## src/ssv_pkg.sv

```systemverilog
// ----------------------------------------------------------------------------
// ssv_pkg
// Shared types, codes and helpers for the shared slot store.
// ----------------------------------------------------------------------------
package ssv_pkg;

  localparam int SLOT_COUNT    = 1024;
  localparam int SLOT_W        = 10;
  localparam int PTR_W         = 11;
  localparam int MAX_CONSUMERS = 16;
  localparam int CONS_W        = 4;
  localparam int USAGE_W       = 2 * MAX_CONSUMERS;
  localparam int COUNT_W       = 16;
  localparam int ACT_W         = 5;

  // Null link value.
  localparam logic [PTR_W-1:0] NIL = PTR_W'(SLOT_COUNT);

  // Command codes.
  localparam logic [2:0] CMD_ALLOC      = 3'd0;
  localparam logic [2:0] CMD_ADD_REF    = 3'd1;
  localparam logic [2:0] CMD_DROP_REF   = 3'd2;
  localparam logic [2:0] CMD_MARK_INS   = 3'd3;
  localparam logic [2:0] CMD_MARK_DEL   = 3'd4;
  localparam logic [2:0] CMD_SCAN_START = 3'd5;
  localparam logic [2:0] CMD_SCAN_NEXT  = 3'd6;

  // Status codes.
  localparam logic [1:0] ST_OK   = 2'd0;
  localparam logic [1:0] ST_FULL = 2'd1;
  localparam logic [1:0] ST_END  = 2'd2;
  localparam logic [1:0] ST_BAD  = 2'd3;

  // Configuration register byte address.
  localparam logic [2:0] REG_ACTIVE_CONSUMERS = 3'd0;

  typedef struct packed {
    logic [2:0]         command;
    logic [SLOT_W-1:0]  slot;
    logic [CONS_W-1:0]  consumer;
    logic [COUNT_W-1:0] amount;
  } cmd_t;

  typedef struct packed {
    logic [1:0]        status;
    logic [SLOT_W-1:0] result_slot;
  } rsp_t;

  // Controller to datapath.
  typedef struct packed {
    logic rd_op;
    logic exec;
    logic link;
    logic seek_rd;
    logic seek_ev;
  } ctrl_t;

  // Datapath to controller.
  typedef struct packed {
    logic go_link;
    logic go_seek;
    logic p_nil;
    logic seek_hit;
    logic out_busy;
  } stat_t;

  // Usage bits for a freshly allocated slot: insert and delete bits for every
  // active consumer, with the count clamped to the legal range.
  function automatic logic [USAGE_W-1:0] initial_usage(input logic [ACT_W-1:0] n);
    logic [ACT_W-1:0]         m;
    logic [MAX_CONSUMERS-1:0] low;
    m = n;
    if (m == '0) begin
      m = ACT_W'(1);
    end
    if (m >= ACT_W'(MAX_CONSUMERS)) begin
      low = '1;
    end else begin
      low = MAX_CONSUMERS'((32'd1 << m) - 32'd1);
    end
    return {low, low};
  endfunction

endpackage

```

## src/ssv_ctrl.sv

```systemverilog
// ----------------------------------------------------------------------------
// ssv_ctrl
// Sequencer for the shared slot store: read, execute, link and list walk.
// ----------------------------------------------------------------------------
module ssv_ctrl (
  input  logic          clk,
  input  logic          rst,
  input  logic          cmd_valid,
  output logic          cmd_stall,
  input  ssv_pkg::stat_t stat,
  output ssv_pkg::ctrl_t ctrl
);

  localparam logic [2:0] S_IDLE    = 3'd0;
  localparam logic [2:0] S_READ    = 3'd1;
  localparam logic [2:0] S_EXEC    = 3'd2;
  localparam logic [2:0] S_LINK    = 3'd3;
  localparam logic [2:0] S_SEEK_RD = 3'd4;
  localparam logic [2:0] S_SEEK_EV = 3'd5;

  logic [2:0] state;
  logic [2:0] state_next;

  assign cmd_stall = (state != S_IDLE) || stat.out_busy;

  always_comb begin
    ctrl         = '0;
    ctrl.rd_op   = (state == S_READ);
    ctrl.exec    = (state == S_EXEC);
    ctrl.link    = (state == S_LINK);
    ctrl.seek_rd = (state == S_SEEK_RD);
    ctrl.seek_ev = (state == S_SEEK_EV);
  end

  always_comb begin
    state_next = state;
    case (state)
      S_IDLE: begin
        if (cmd_valid && !cmd_stall) begin
          state_next = S_READ;
        end
      end
      S_READ: begin
        state_next = S_EXEC;
      end
      S_EXEC: begin
        if (stat.go_link) begin
          state_next = S_LINK;
        end else if (stat.go_seek) begin
          state_next = S_SEEK_RD;
        end else begin
          state_next = S_IDLE;
        end
      end
      S_LINK: begin
        state_next = S_IDLE;
      end
      S_SEEK_RD: begin
        state_next = stat.p_nil ? S_IDLE : S_SEEK_EV;
      end
      S_SEEK_EV: begin
        state_next = stat.seek_hit ? S_IDLE : S_SEEK_RD;
      end
      default: begin
        state_next = S_IDLE;
      end
    endcase
  end

  always_ff @(posedge clk) begin
    if (rst) begin
      state <= S_IDLE;
    end else begin
      state <= state_next;
    end
  end

endmodule

```

## config.mk

```make
export PLATFORM = sky130hd
export DESIGN_NAME = ssv_ctrl
export DESIGN_NICKNAME = d
export VERILOG_FILES = /design/src/ssv_pkg.sv /design/src/ssv_ctrl.sv
export SDC_FILE = /design/constraint.sdc
export NUM_CORES = 1
export LEC_CHECK = 0
export BUFFER_PORTS_ARGS = -buffer_cell sky130_fd_sc_hd__buf_2
export CAP_MARGIN = 10
export CORE_AREA = 5 5 42 44
export CTS_CLUSTER_DIAMETER = 80
export DETAILED_ROUTE_END_ITERATION = 10
export DIE_AREA = 0 0 47 49
export GPL_TIMING_DRIVEN = 0
export PLACE_DENSITY_LB_ADDON = 0.2
export SYNTH_ARGS = -nofsm -noshare
export SYNTH_HDL_FRONTEND = slang
export SYNTH_SLANG_ARGS = --single-unit
```

## constraint.sdc

```tcl
create_clock -name clk -period 2.65 [get_ports clk]
set_input_delay 0.1325 -clock clk [delete_from_list [all_inputs] [get_ports clk]]
set_output_delay 0.1325 -clock clk [all_outputs]
set_load 0.005 [all_outputs]
```

==> results of run 1 <==
[layout make-up]
cell class,instances,area (sq um)
Fill cell,163,1020
Timing Repair Buffer,13,65.1
Tap cell,16,20.0
Clock buffer,4,26.3
Inverter,1,3.75
Buffer,3,27.5
Multi-Input combinational cell,18,180
Sequential cell,3,60.1
[cells by family (layout without fill, tap and decap cells)]
kind of cell           Yosys count  in the layout  share of synthesized area [%]
AND/OR/NAND/NOR                 12             12                           41.0
AO/OA/AOI/OAI                    5              5                           21.7
buffers and inverters            4             21                           11.5
flip-flops                       3              3                           22.1
multiplexers                     1              1                           3.69
[worst min-delay path, cell delays in order]
cell      delay [ns]
buf_2           0.09
nand3b_1        0.08
a211oi_2        0.07
[power groups by stage]
stage | sequential (uW) | combinational, uW | clock (uW)
after floorplan | 48.9 | 25.9 | 0
after global placement | 49.0 | 37.9 | 0
after detailed placement | 49.2 | 38.4 | 0
after CTS | 48.5 | 38.4 | 84.4
after global routing | 48.5 | 41.1 | 87.8
final | 48.5 | 37.8 | 79.1
[layer usage]
metal,wire length (microns),up-vias,track usage (%)
li1,-,126,-
met1,263,104,6.80
met2,302,8,8.14
met3,64,0,1.11
met4,0,0,5.53
met5,0,-,0
[placed cells by master (no fill, tap or decap)]
| cell type | Yosys | routed |
|---|---|---|
| clkbuf_4 | 0 | 3 |
| and3b_2 | 2 | 2 |
| clkbuf_2 | 1 | 1 |
| a21oi_1 | 1 | 1 |
| nor4_2 | 1 | 1 |
| nor2b_1 | 1 | 1 |
| o21ai_0 | 1 | 1 |
| buf_6 | 2 | 2 |
| a2111oi_4 | 1 | 1 |
| o22a_1 | 1 | 1 |
| inv_1 | 1 | 1 |
| or4_1 | 1 | 1 |
| nor3b_2 | 1 | 1 |
| dfxtp_1 | 3 | 3 |
| nor3_1 | 1 | 1 |
| buf_2 | 0 | 13 |
| nand3b_1 | 2 | 2 |
| mux2i_1 | 1 | 1 |
| a211oi_2 | 1 | 1 |
| nor3b_4 | 1 | 1 |
| nand2b_1 | 1 | 1 |
| nor3b_1 | 1 | 1 |
| clkbuf_1 | 0 | 1 |
[per-stage QoR]
step / util (%) / area, sq um / hold WS [ns]
2_1_floorplan: - / 272 / 0.322
3_3_place_gp: 25.4 / 357 / 0.444
3_5_place_dp: 25.4 / 357 / 0.443
4_1_cts: 27.3 / 383 / 0.197
5_1_grt: 27.3 / 383 / 0.209
6_report: 27.3 / 383 / 0.201
[final timing paths]
kind | startpoint | to | cells past startpoint
min | stat[3] | state[2]$_SDFFE_PP0P_ | 3
min reg2reg | state[0]$_SDFFE_PP0P_ | state[0]$_SDFFE_PP0P_ | 2
max | state[1]$_SDFFE_PP0P_ | cmd_stall | 3
max reg2reg | state[0]$_SDFFE_PP0P_ | state[1]$_SDFFE_PP0P_ | 3
==> results.txt, run 1 <==
slowest stage delay, CP: 0.48 ns
Worst Tran Pin Value: 0.364 ns
fin cells: 58
combinational power share: 22.8%
drt total wl: 630 microns
Place WS: 1.40 ns
Synth top area share: 22.1%
R2R Setup Slk: 1.56 ns
P_leak: 0.000177 uW
P_int: 124 uW
P per Cell Area: 432 nW/um^2
CTS max path bufs: 2
slowest CP cell: or4_1
CORE AREA: 1400 sq um
Post-route DRC: 0
Initial Utilization: 19.4%
Final Hold Vio Count: 0
crit path capture type: primary output
top cells by area, synth: dfxtp_1 (22%), a2111oi_4 (10%), buf_6 (8.3%), and3b_2 (7.4%), nor3b_4 (6.9%)
TNS Setup: 0 ns
crit path setup slack, layout: 1.17 ns
Ys Warns: 0
Largest regs: state: 3 flops
crit path time final: 1.48 ns
CTS Buf Count: 3
gr ovfl total: 0
fraction of layout cells with a size suffix above 1: 61.9%
CP arrival: 1.35 ns
worst vdd ir: 0.000156 V
Largest register FFs: 3
ys flop type: dfxtp_1
Post CTS Setup Buffer Count: 0
NetSw: 41.3 uW
ys async rst share: 0%
CP Cell Sequence: clkbuf_2, or4_1, buf_2
Die Y: 49 microns
Placed Cells: 54
Most flops, register: state
maxcap violations: 0
part of the cycle the worst path needs: 55.8%
number of distinct library cells after synthesis: 20
Net Sw Frac: 25.0%
die area: 2300 sq um
nets: 51
DR pass1 iterations: 1
fmax: 677 MHz
# hold bufs at CTS: 0
vias: 238
most common cell in the netlist: dfxtp_1
Die Wd: 47 microns
number of synthesized flops with an enable pin: 0
Post-Syn Area: 272 sq um
Routed wire per std cell: 10.9 microns
All-Layer GR Usage: 5.77%
critical path's top delay family: simple AND/OR/NAND/NOR gates
post-synth net total: 33
register clock-pin slew on the reported worst setup and hold paths: 0.04 ns
Buf+Inv Stages, Crit Path: 2
row count: 14
cell taking the most area after synthesis: dfxtp_1
root buffer cell: clkbuf_4
diode count: 0
CP Max Fanout: 10
CTS tree: yes
gpl congestion: 0.702
largest net degree at the start of global routing: 11
Rel. slew slack: 75.8%
Critical Path RT: 2.52 ns
I/O Pins: 14
flops & latches, synth: 3
Worst setup SP type: flip-flop
Cells after Synth: 25
power share of the sequential group: 29.3%
most common library cells after synthesis: dfxtp_1 (3), and3b_2 (2), buf_6 (2), nand3b_1 (2)
input/output buffers: 13
# setup viols final: 0
vias in the first global route: 249
CTS resizes: 0
RSZ-0062 raised after global routing: false
outcome: completed
Area Overhead vs Synth: 41.0%
Mapped Avg Cell Area: 10.9 sq um
Clock power frac: 47.8%
Initial DRC Count: 0
clk_lat worst skew: 0.23 ns
initial antenna violation count: 0
DR vias/cell: 4.10
CP Class: reg -> out
H-tree level count: 1
Final Max Tran Viols: 0
Worst Skew: 0.00151 ns
Tot Pwr: 165 uW
post-synthesis sequential area ratio: 22.1%
worst hold path type: in -> reg
Clock Sink Count: 3
first-pass GRT wire length: 952 microns
antenna-violating nets left: 0
Note: power is estimated with default switching activity, not from simulation.
==> inputs of run 2 (changes only) <==
==> constraint.sdc (replaced) <==
create_clock -name clk -period 1.4 [get_ports clk]
set_input_delay 0.07 -clock clk [delete_from_list [all_inputs] [get_ports clk]]
set_output_delay 0.07 -clock clk [all_outputs]
set_load 0.005 [all_outputs]
==> run 2 against run 1 <==
Net effect: cell area up 4.9%; hold slack lost 0.071 ns; largest cell class unchanged; first-iteration DRC count unchanged; clock skew did not move; combinational power up 90%; sequential cell count did not move; total power rose by 91%; final cell count increased by 3.4%; wire length up 5.2%; sequential share of layout area fell by 0.42 points; highest routed layer unchanged; global-route usage decreased by 0.070 points.
==> results.txt, run 2 (synthesis gave the netlist of run 1 again) <==
outcome: completed (unchanged)
diode count: 0 (unchanged)
fin cells: 60 (was 58)
largest net degree at the start of global routing: 12 (was 11)
fmax: 735 MHz
maxcap violations: 0 (unchanged)
Largest register FFs: 3 (unchanged)
Critical Path RT: 1.33 ns (was 2.52 ns)
worst hold path type: in -> reg (unchanged)
Final Hold Vio Count: 0 (unchanged)
Clock Sink Count: 3 (unchanged)
Layout Utilization: 28.7% (was 27.3%)
CORE AREA: 1400 sq um (unchanged)
Die Y: 49 microns (unchanged)
nets: 53 (was 51)
register clock-pin slew on the reported worst setup and hold paths: 0.04 ns (about the same)
Area Overhead vs Synth: 47.9% (was 41.0%)
part of the cycle the worst path needs: 97.2%
Worst setup SP type: flip-flop (unchanged)
crit path time final: 1.36 ns
I/O Pins: 14 (unchanged)
Worst Tran Pin Value: 0.393 ns (was 0.364 ns)
root buffer cell: clkbuf_4 (unchanged)
DR vias/cell: 4.10 (about the same)
CTS max path bufs: 2 (unchanged)
P_leak: 0.000189 uW (was 0.000177 uW)
row count: 14 (unchanged)
first-pass GRT wire length: 938 microns (was 952 microns)
clk_lat worst skew: 0.23 ns (about the same)
# hold bufs at CTS: 0 (unchanged)
P per Cell Area: 787 nW/um^2 (was 432 nW/um^2)
most common cell after layout, fill and taps aside: buf_2 (unchanged)
CTS Buf Count: 3 (unchanged)
Most flops, register: state (unchanged)
Largest regs: state: 3 flops (unchanged)
Die Wd: 47 microns (unchanged)
most frequent cells in the layout: buf_2 (13), clkbuf_4 (3), buf_4 (3) (was buf_2 (13), clkbuf_4 (3), dfxtp_1 (3))
FF/Latch Area: 61.3 sq um (was 60.1 sq um)
gpl congestion: 0.702 (unchanged)
Rel. slew slack: 73.8% (was 75.8%)
CP Class: reg -> out (unchanged)
Post-route DRC: 0 (unchanged)
RSZ-0062 raised after global routing: true (was false)
input/output buffers: 13 (unchanged)
worst vdd ir: 0.000275 V (was 0.000156 V)
CP Max Fanout: 11 (was 10)
CTS tree: yes (unchanged)
gr ovfl total: 0 (unchanged)
multi-input logic area: 180 sq um (unchanged)
Worst Skew: 0.00151 ns (unchanged)
initial antenna violation count: 0 (unchanged)
fillers: 165 (was 163)
H-tree level count: 1 (unchanged)
R2R Setup Slk: 0.14 ns (was 1.56 ns)
All-Layer GR Usage: 5.70% (was 5.77%)
Initial Utilization: 19.4% (unchanged)
die area: 2300 sq um (unchanged)
Placed Cells: 54 (unchanged)
crit path capture type: primary output (unchanged)
CP arrival: 1.29 ns (was 1.35 ns)
vias in the first global route: 247 (was 249)
DR pass1 iterations: 1 (unchanged)
Final Max Tran Viols: 0 (unchanged)
vias: 246 (was 238)
antenna-violating nets left: 0 (unchanged)
drt total wl: 663 microns (was 630 microns)
fraction of layout cells with a size suffix above 1: 65.9% (was 61.9%)
# setup viols final: 0 (unchanged)
Routed wire per std cell: 11.1 microns (was 10.9 microns)
Initial DRC Count: 0 (unchanged)
run 2: cell count changes in the layout (fill, tap and decap cells not counted), sizes merged:
cell / delta
buf: +3
clkbuf: -1
run 2: layout make-up:
cell class	count	share of cell area, %
multi-input cells	18	44.9
inverters	1	0.935
clock buffers	4	6.54
flip-flops and latches	3	15.3
well taps	16	4.98
repair buffers	16	21.8
plain buffers	2	5.61
run 2: worst paths after layout:
path,startpoint,end,cells after the start
setup / recovery,state[1]$_SDFFE_PP0P_,cmd_stall,2
setup reg to reg,state[1]$_SDFFE_PP0P_,state[2]$_SDFFE_PP0P_,3
hold / removal,stat[3],state[2]$_SDFFE_PP0P_,3
hold reg to reg,state[2]$_SDFFE_PP0P_,state[2]$_SDFFE_PP0P_,3
run 2: repair_timing:
item                                    in CTS  in global routing
setup buffers                                1                  2
cloned                                       0                  0
gates resized for setup                      0                  1
endpoints found under the setup margin       1                  1
pin swaps                                    0                  0
run 2: worst max-delay path, cell delays in order, from the launching register on:
cell and delay (ns):
dfxtp_1 0.41, or4_1 0.51, buf_2 0.14
run 2: per-layer routing:
metal | track usage, % | share of wire [%]
met1 | 6.80 | 43
met2 | 7.92 | 48
met3 | 1.11 | 9.7
met4 | 5.53 | 0
met5 | 0 | 0
run 2: per-stage QoR:
| step | setup TNS, ns | setup WS [ns] | total power [uW] | hold WS (ns) | area (sq um) |
|---|---|---|---|---|---|
| 6_report | 0 | 0.0386 | 316 | 0.130 | 402 |
| 5_1_grt | -0.0197 | -0.0197 | 340 | 0.138 | 402 |
| 4_1_cts | 0 | 0.0238 | 327 | 0.134 | 385 |
| 3_5_place_dp | 0 | 0.214 | 166 | 0.381 | 357 |
| 3_3_place_gp | 0 | 0.247 | 165 | 0.382 | 357 |
| 2_1_floorplan | 0 | 0.375 | 142 | 0.229 | 272 |
run 2: report_power, final:
part	switching, uW	internal [uW]	total, uW	leakage, uW
sequential	4.55	89.9	94.4	0.0000249
combinational	31.2	40.6	71.8	0.000149
clock	43.0	107	150	0.0000150
total	78.7	237	316	0.000189
==> inputs of run 3 (changes only) <==
--- a/config.mk
+++ b/config.mk
@@ -5,12 +5,12 @@
 export SDC_FILE = /design/constraint.sdc
 export NUM_CORES = 1
 export LEC_CHECK = 0
-export BUFFER_PORTS_ARGS = -buffer_cell sky130_fd_sc_hd__buf_2
 export CAP_MARGIN = 10
 export CORE_AREA = 5 5 42 44
 export CTS_CLUSTER_DIAMETER = 80
 export DETAILED_ROUTE_END_ITERATION = 10
 export DIE_AREA = 0 0 47 49
+export DONT_BUFFER_PORTS = 1
 export GPL_TIMING_DRIVEN = 0
 export PLACE_DENSITY_LB_ADDON = 0.2
 export SYNTH_ARGS = -nofsm -noshare
==> run 3 against run 2 <==
Net effect: critical path depth is the same; utilization is 6.0 points lower; sequential share of layout area grew 3.6 points; critical endpoint unchanged; largest cell class unchanged; largest power group unchanged; highest routed layer unchanged.
==> results.txt, run 3 (synthesis gave the netlist of run 1 again) <==
Place WS: 0.296 ns (was 0.214 ns)
Final Max Tran Viols: 0 (unchanged)
CTS tree: yes (unchanged)
first-pass GRT wire length: 938 microns (unchanged)
combinational power share: 18.4% (was 22.7%)
CP Max Fanout: 10 (was 11)
Largest regs: state: 3 flops (unchanged)
part of the cycle the worst path needs: 92.8% (was 97.2%)
Largest register FFs: 3 (unchanged)
root buffer cell: clkbuf_4 (unchanged)
Net Sw Frac: 23.8% (was 24.9%)
# hold bufs at CTS: 0 (unchanged)
critical path's top delay family: simple AND/OR/NAND/NOR gates (unchanged)
maxcap violations: 0 (unchanged)
met3 Use GR: 2.58% (was 1.11%)
NetSw: 70.0 uW (was 78.7 uW)
Final Hold Vio Count: 0 (unchanged)
CORE AREA: 1400 sq um (unchanged)
WHS Endpoint: state[2]$_SDFFE_PP0P_ (unchanged)
Post-route DRC: 0 (unchanged)
input/output buffers: 0 (was 13)
crit path capture type: primary output (unchanged)
origin of the worst setup path: state[1]$_SDFFE_PP0P_ (unchanged)
TNS Setup: 0 ns (unchanged)
fin cells: 45 (was 60)
slowest CP cell: or4_1 (unchanged)
P_int: 224 uW (was 237 uW)
CP Cell Sequence: clkbuf_2, or4_1 (was or4_1, buf_2)
Worst setup SP type: flip-flop (unchanged)
largest net degree at the start of global routing: 11 (was 12)
Die Wd: 47 microns (unchanged)
drt total wl: 562 microns (was 663 microns)
outcome: completed (unchanged)
Die Y: 49 microns (unchanged)
I/O Pins: 14 (unchanged)
Min-Delay Startpoint: stat[3] (unchanged)
Placed Cells: 41 (was 54)
Area Overhead vs Synth: 17.1% (was 47.9%)
register clock-pin slew on the reported worst setup and hold paths: 0.04 ns (about the same)
CP Class: reg -> out (unchanged)
Post CTS Setup Buffer Count: 0 (was 1)
CTS resizes: 0 (unchanged)
P_leak: 0.000119 uW (was 0.000189 uW)
gpl congestion: 0.635 (was 0.702)
nets: 38 (was 53)
CTS max path bufs: 2 (unchanged)
crit path time final: 1.30 ns (was 1.36 ns)
clk_lat worst skew: 0.23 ns (about the same)
initial antenna violation count: 0 (unchanged)
H-tree level count: 1 (unchanged)
Critical Path RT: 1.33 ns (about the same)
gr ovfl total: 0 (unchanged)
Initial Utilization: 19.4% (unchanged)
R2R Setup Slk: 0.31 ns (was 0.14 ns)
busiest layer in global routing: met2 (unchanged)
Buf+Inv Stages, Crit Path: 1 (unchanged)
Layout Utilization: 22.7% (was 28.7%)
Worst Reg-to-Reg Cells: 4 (was 3)
worst hold path type: in -> reg (unchanged)
crit path setup slack, layout: 0.101 ns (was 0.0386 ns)
DR vias/cell: 4.64 (was 4.10)
most frequent cells in the layout: clkbuf_4 (3), dfxtp_1 (3), buf_6 (2), and3b_2 (2), nand3b_1 (2) (was buf_2 (13), clkbuf_4 (3), buf_4 (3))
Routed wire per std cell: 12.5 microns (was 11.1 microns)
Rel. slew slack: 76.4% (was 73.8%)
All-Layer GR Usage: 5.90% (was 5.70%)
worst vdd ir: 0.000413 V (was 0.000275 V)
slowest stage delay, CP: 0.52 ns (was 0.51 ns)
CTS Buf Count: 3 (unchanged)
M1 GR Usage: 5.24% (was 6.80%)
FF-to-FF Start: state[0]$_SDFFE_PP0P_ (was state[1]$_SDFFE_PP0P_)
fraction of layout cells with a size suffix above 1: 44.8% (was 65.9%)
hold path cells: 2 (was 3)
vias in the first global route: 219 (was 247)
antenna-violating nets left: 0 (unchanged)
# setup viols final: 0 (unchanged)
Clock power frac: 50.4% (was 47.4%)
die area: 2300 sq um (unchanged)
FF-to-FF End: state[2]$_SDFFE_PP0P_ (unchanged)
Clock Sink Count: 3 (unchanged)
P per Cell Area: 924 nW/um^2 (was 787 nW/um^2)
Initial DRC Count: 0 (unchanged)
Worst Skew: 0.00246 ns (was 0.00151 ns)
M2 GR Usage: 8.60% (was 7.92%)
DR pass1 iterations: 1 (unchanged)
fillers: 158 (was 165)
diode count: 0 (unchanged)
Most flops, register: state (unchanged)
vias: 209 (was 246)
CP arrival: 1.23 ns (was 1.29 ns)
row count: 14 (unchanged)
fmax: 770 MHz (was 735 MHz)
power share of the sequential group: 31.2% (was 29.9%)
RSZ-0062 raised after global routing: false (was true)
Worst Tran Pin Value: 0.354 ns (was 0.393 ns)
-- run 3: cell count changes in the layout (fill, tap and decap cells not counted), sizes merged --
cell	previous run	this run
clkbuf	4	5
buf	18	2
-- run 3: worst max-delay path by stage --
stage | end | slack, ns | depth (start not counted)
2_1_floorplan | state[1]$_SDFFE_PP0P_ | 0.38 | 3
3_3_place_gp | state[2]$_SDFFE_PP0P_ | 0.30 | 4
3_5_place_dp | state[2]$_SDFFE_PP0P_ | 0.30 | 4
4_1_cts | cmd_stall | 0.08 | 2
5_1_grt | cmd_stall | 0.03 | 2
6_report | cmd_stall | 0.10 | 2
-- run 3: per-stage QoR --
stage                     hold slack (ns)  power [uW]  cell area, sq um
after floorplan                     0.229         142               272
after global routing               0.0430         317               318
after global placement              0.246         148               292
after detailed placement            0.245         149               292
final                              0.0413         294               318
after CTS                          0.0379         305               318
-- run 3: routing by layer --
| metal | vias to the layer above | routed length, microns |
|---|---|---|
| met5 | - | 0 |
| met4 | 0 | 0 |
| met3 | 0 | 81 |
| met2 | 8 | 297 |
| met1 | 99 | 184 |
| li1 | 102 | - |
-- run 3: layout make-up --
type	count	area [sq um]	area share [%]
Inverter	1	3.75	1.18
Multi-Input combinational cell	18	180	56.7
Clock buffer	4	26.3	8.27
Buffer	3	27.5	8.66
Sequential cell	3	60.1	18.9
Tap cell	16	20.0	6.30
-- run 3: power groups by stage --
stage               registers, uW  clock network, uW  logic (uW)
detailed placement           92.8                  0        56.0
floorplan                    92.6                  0        49.0
global placement             92.8                  0        55.7
finish                       91.5                148        54.2
global route                 91.7                166        59.4
CTS                          91.5                157        55.9
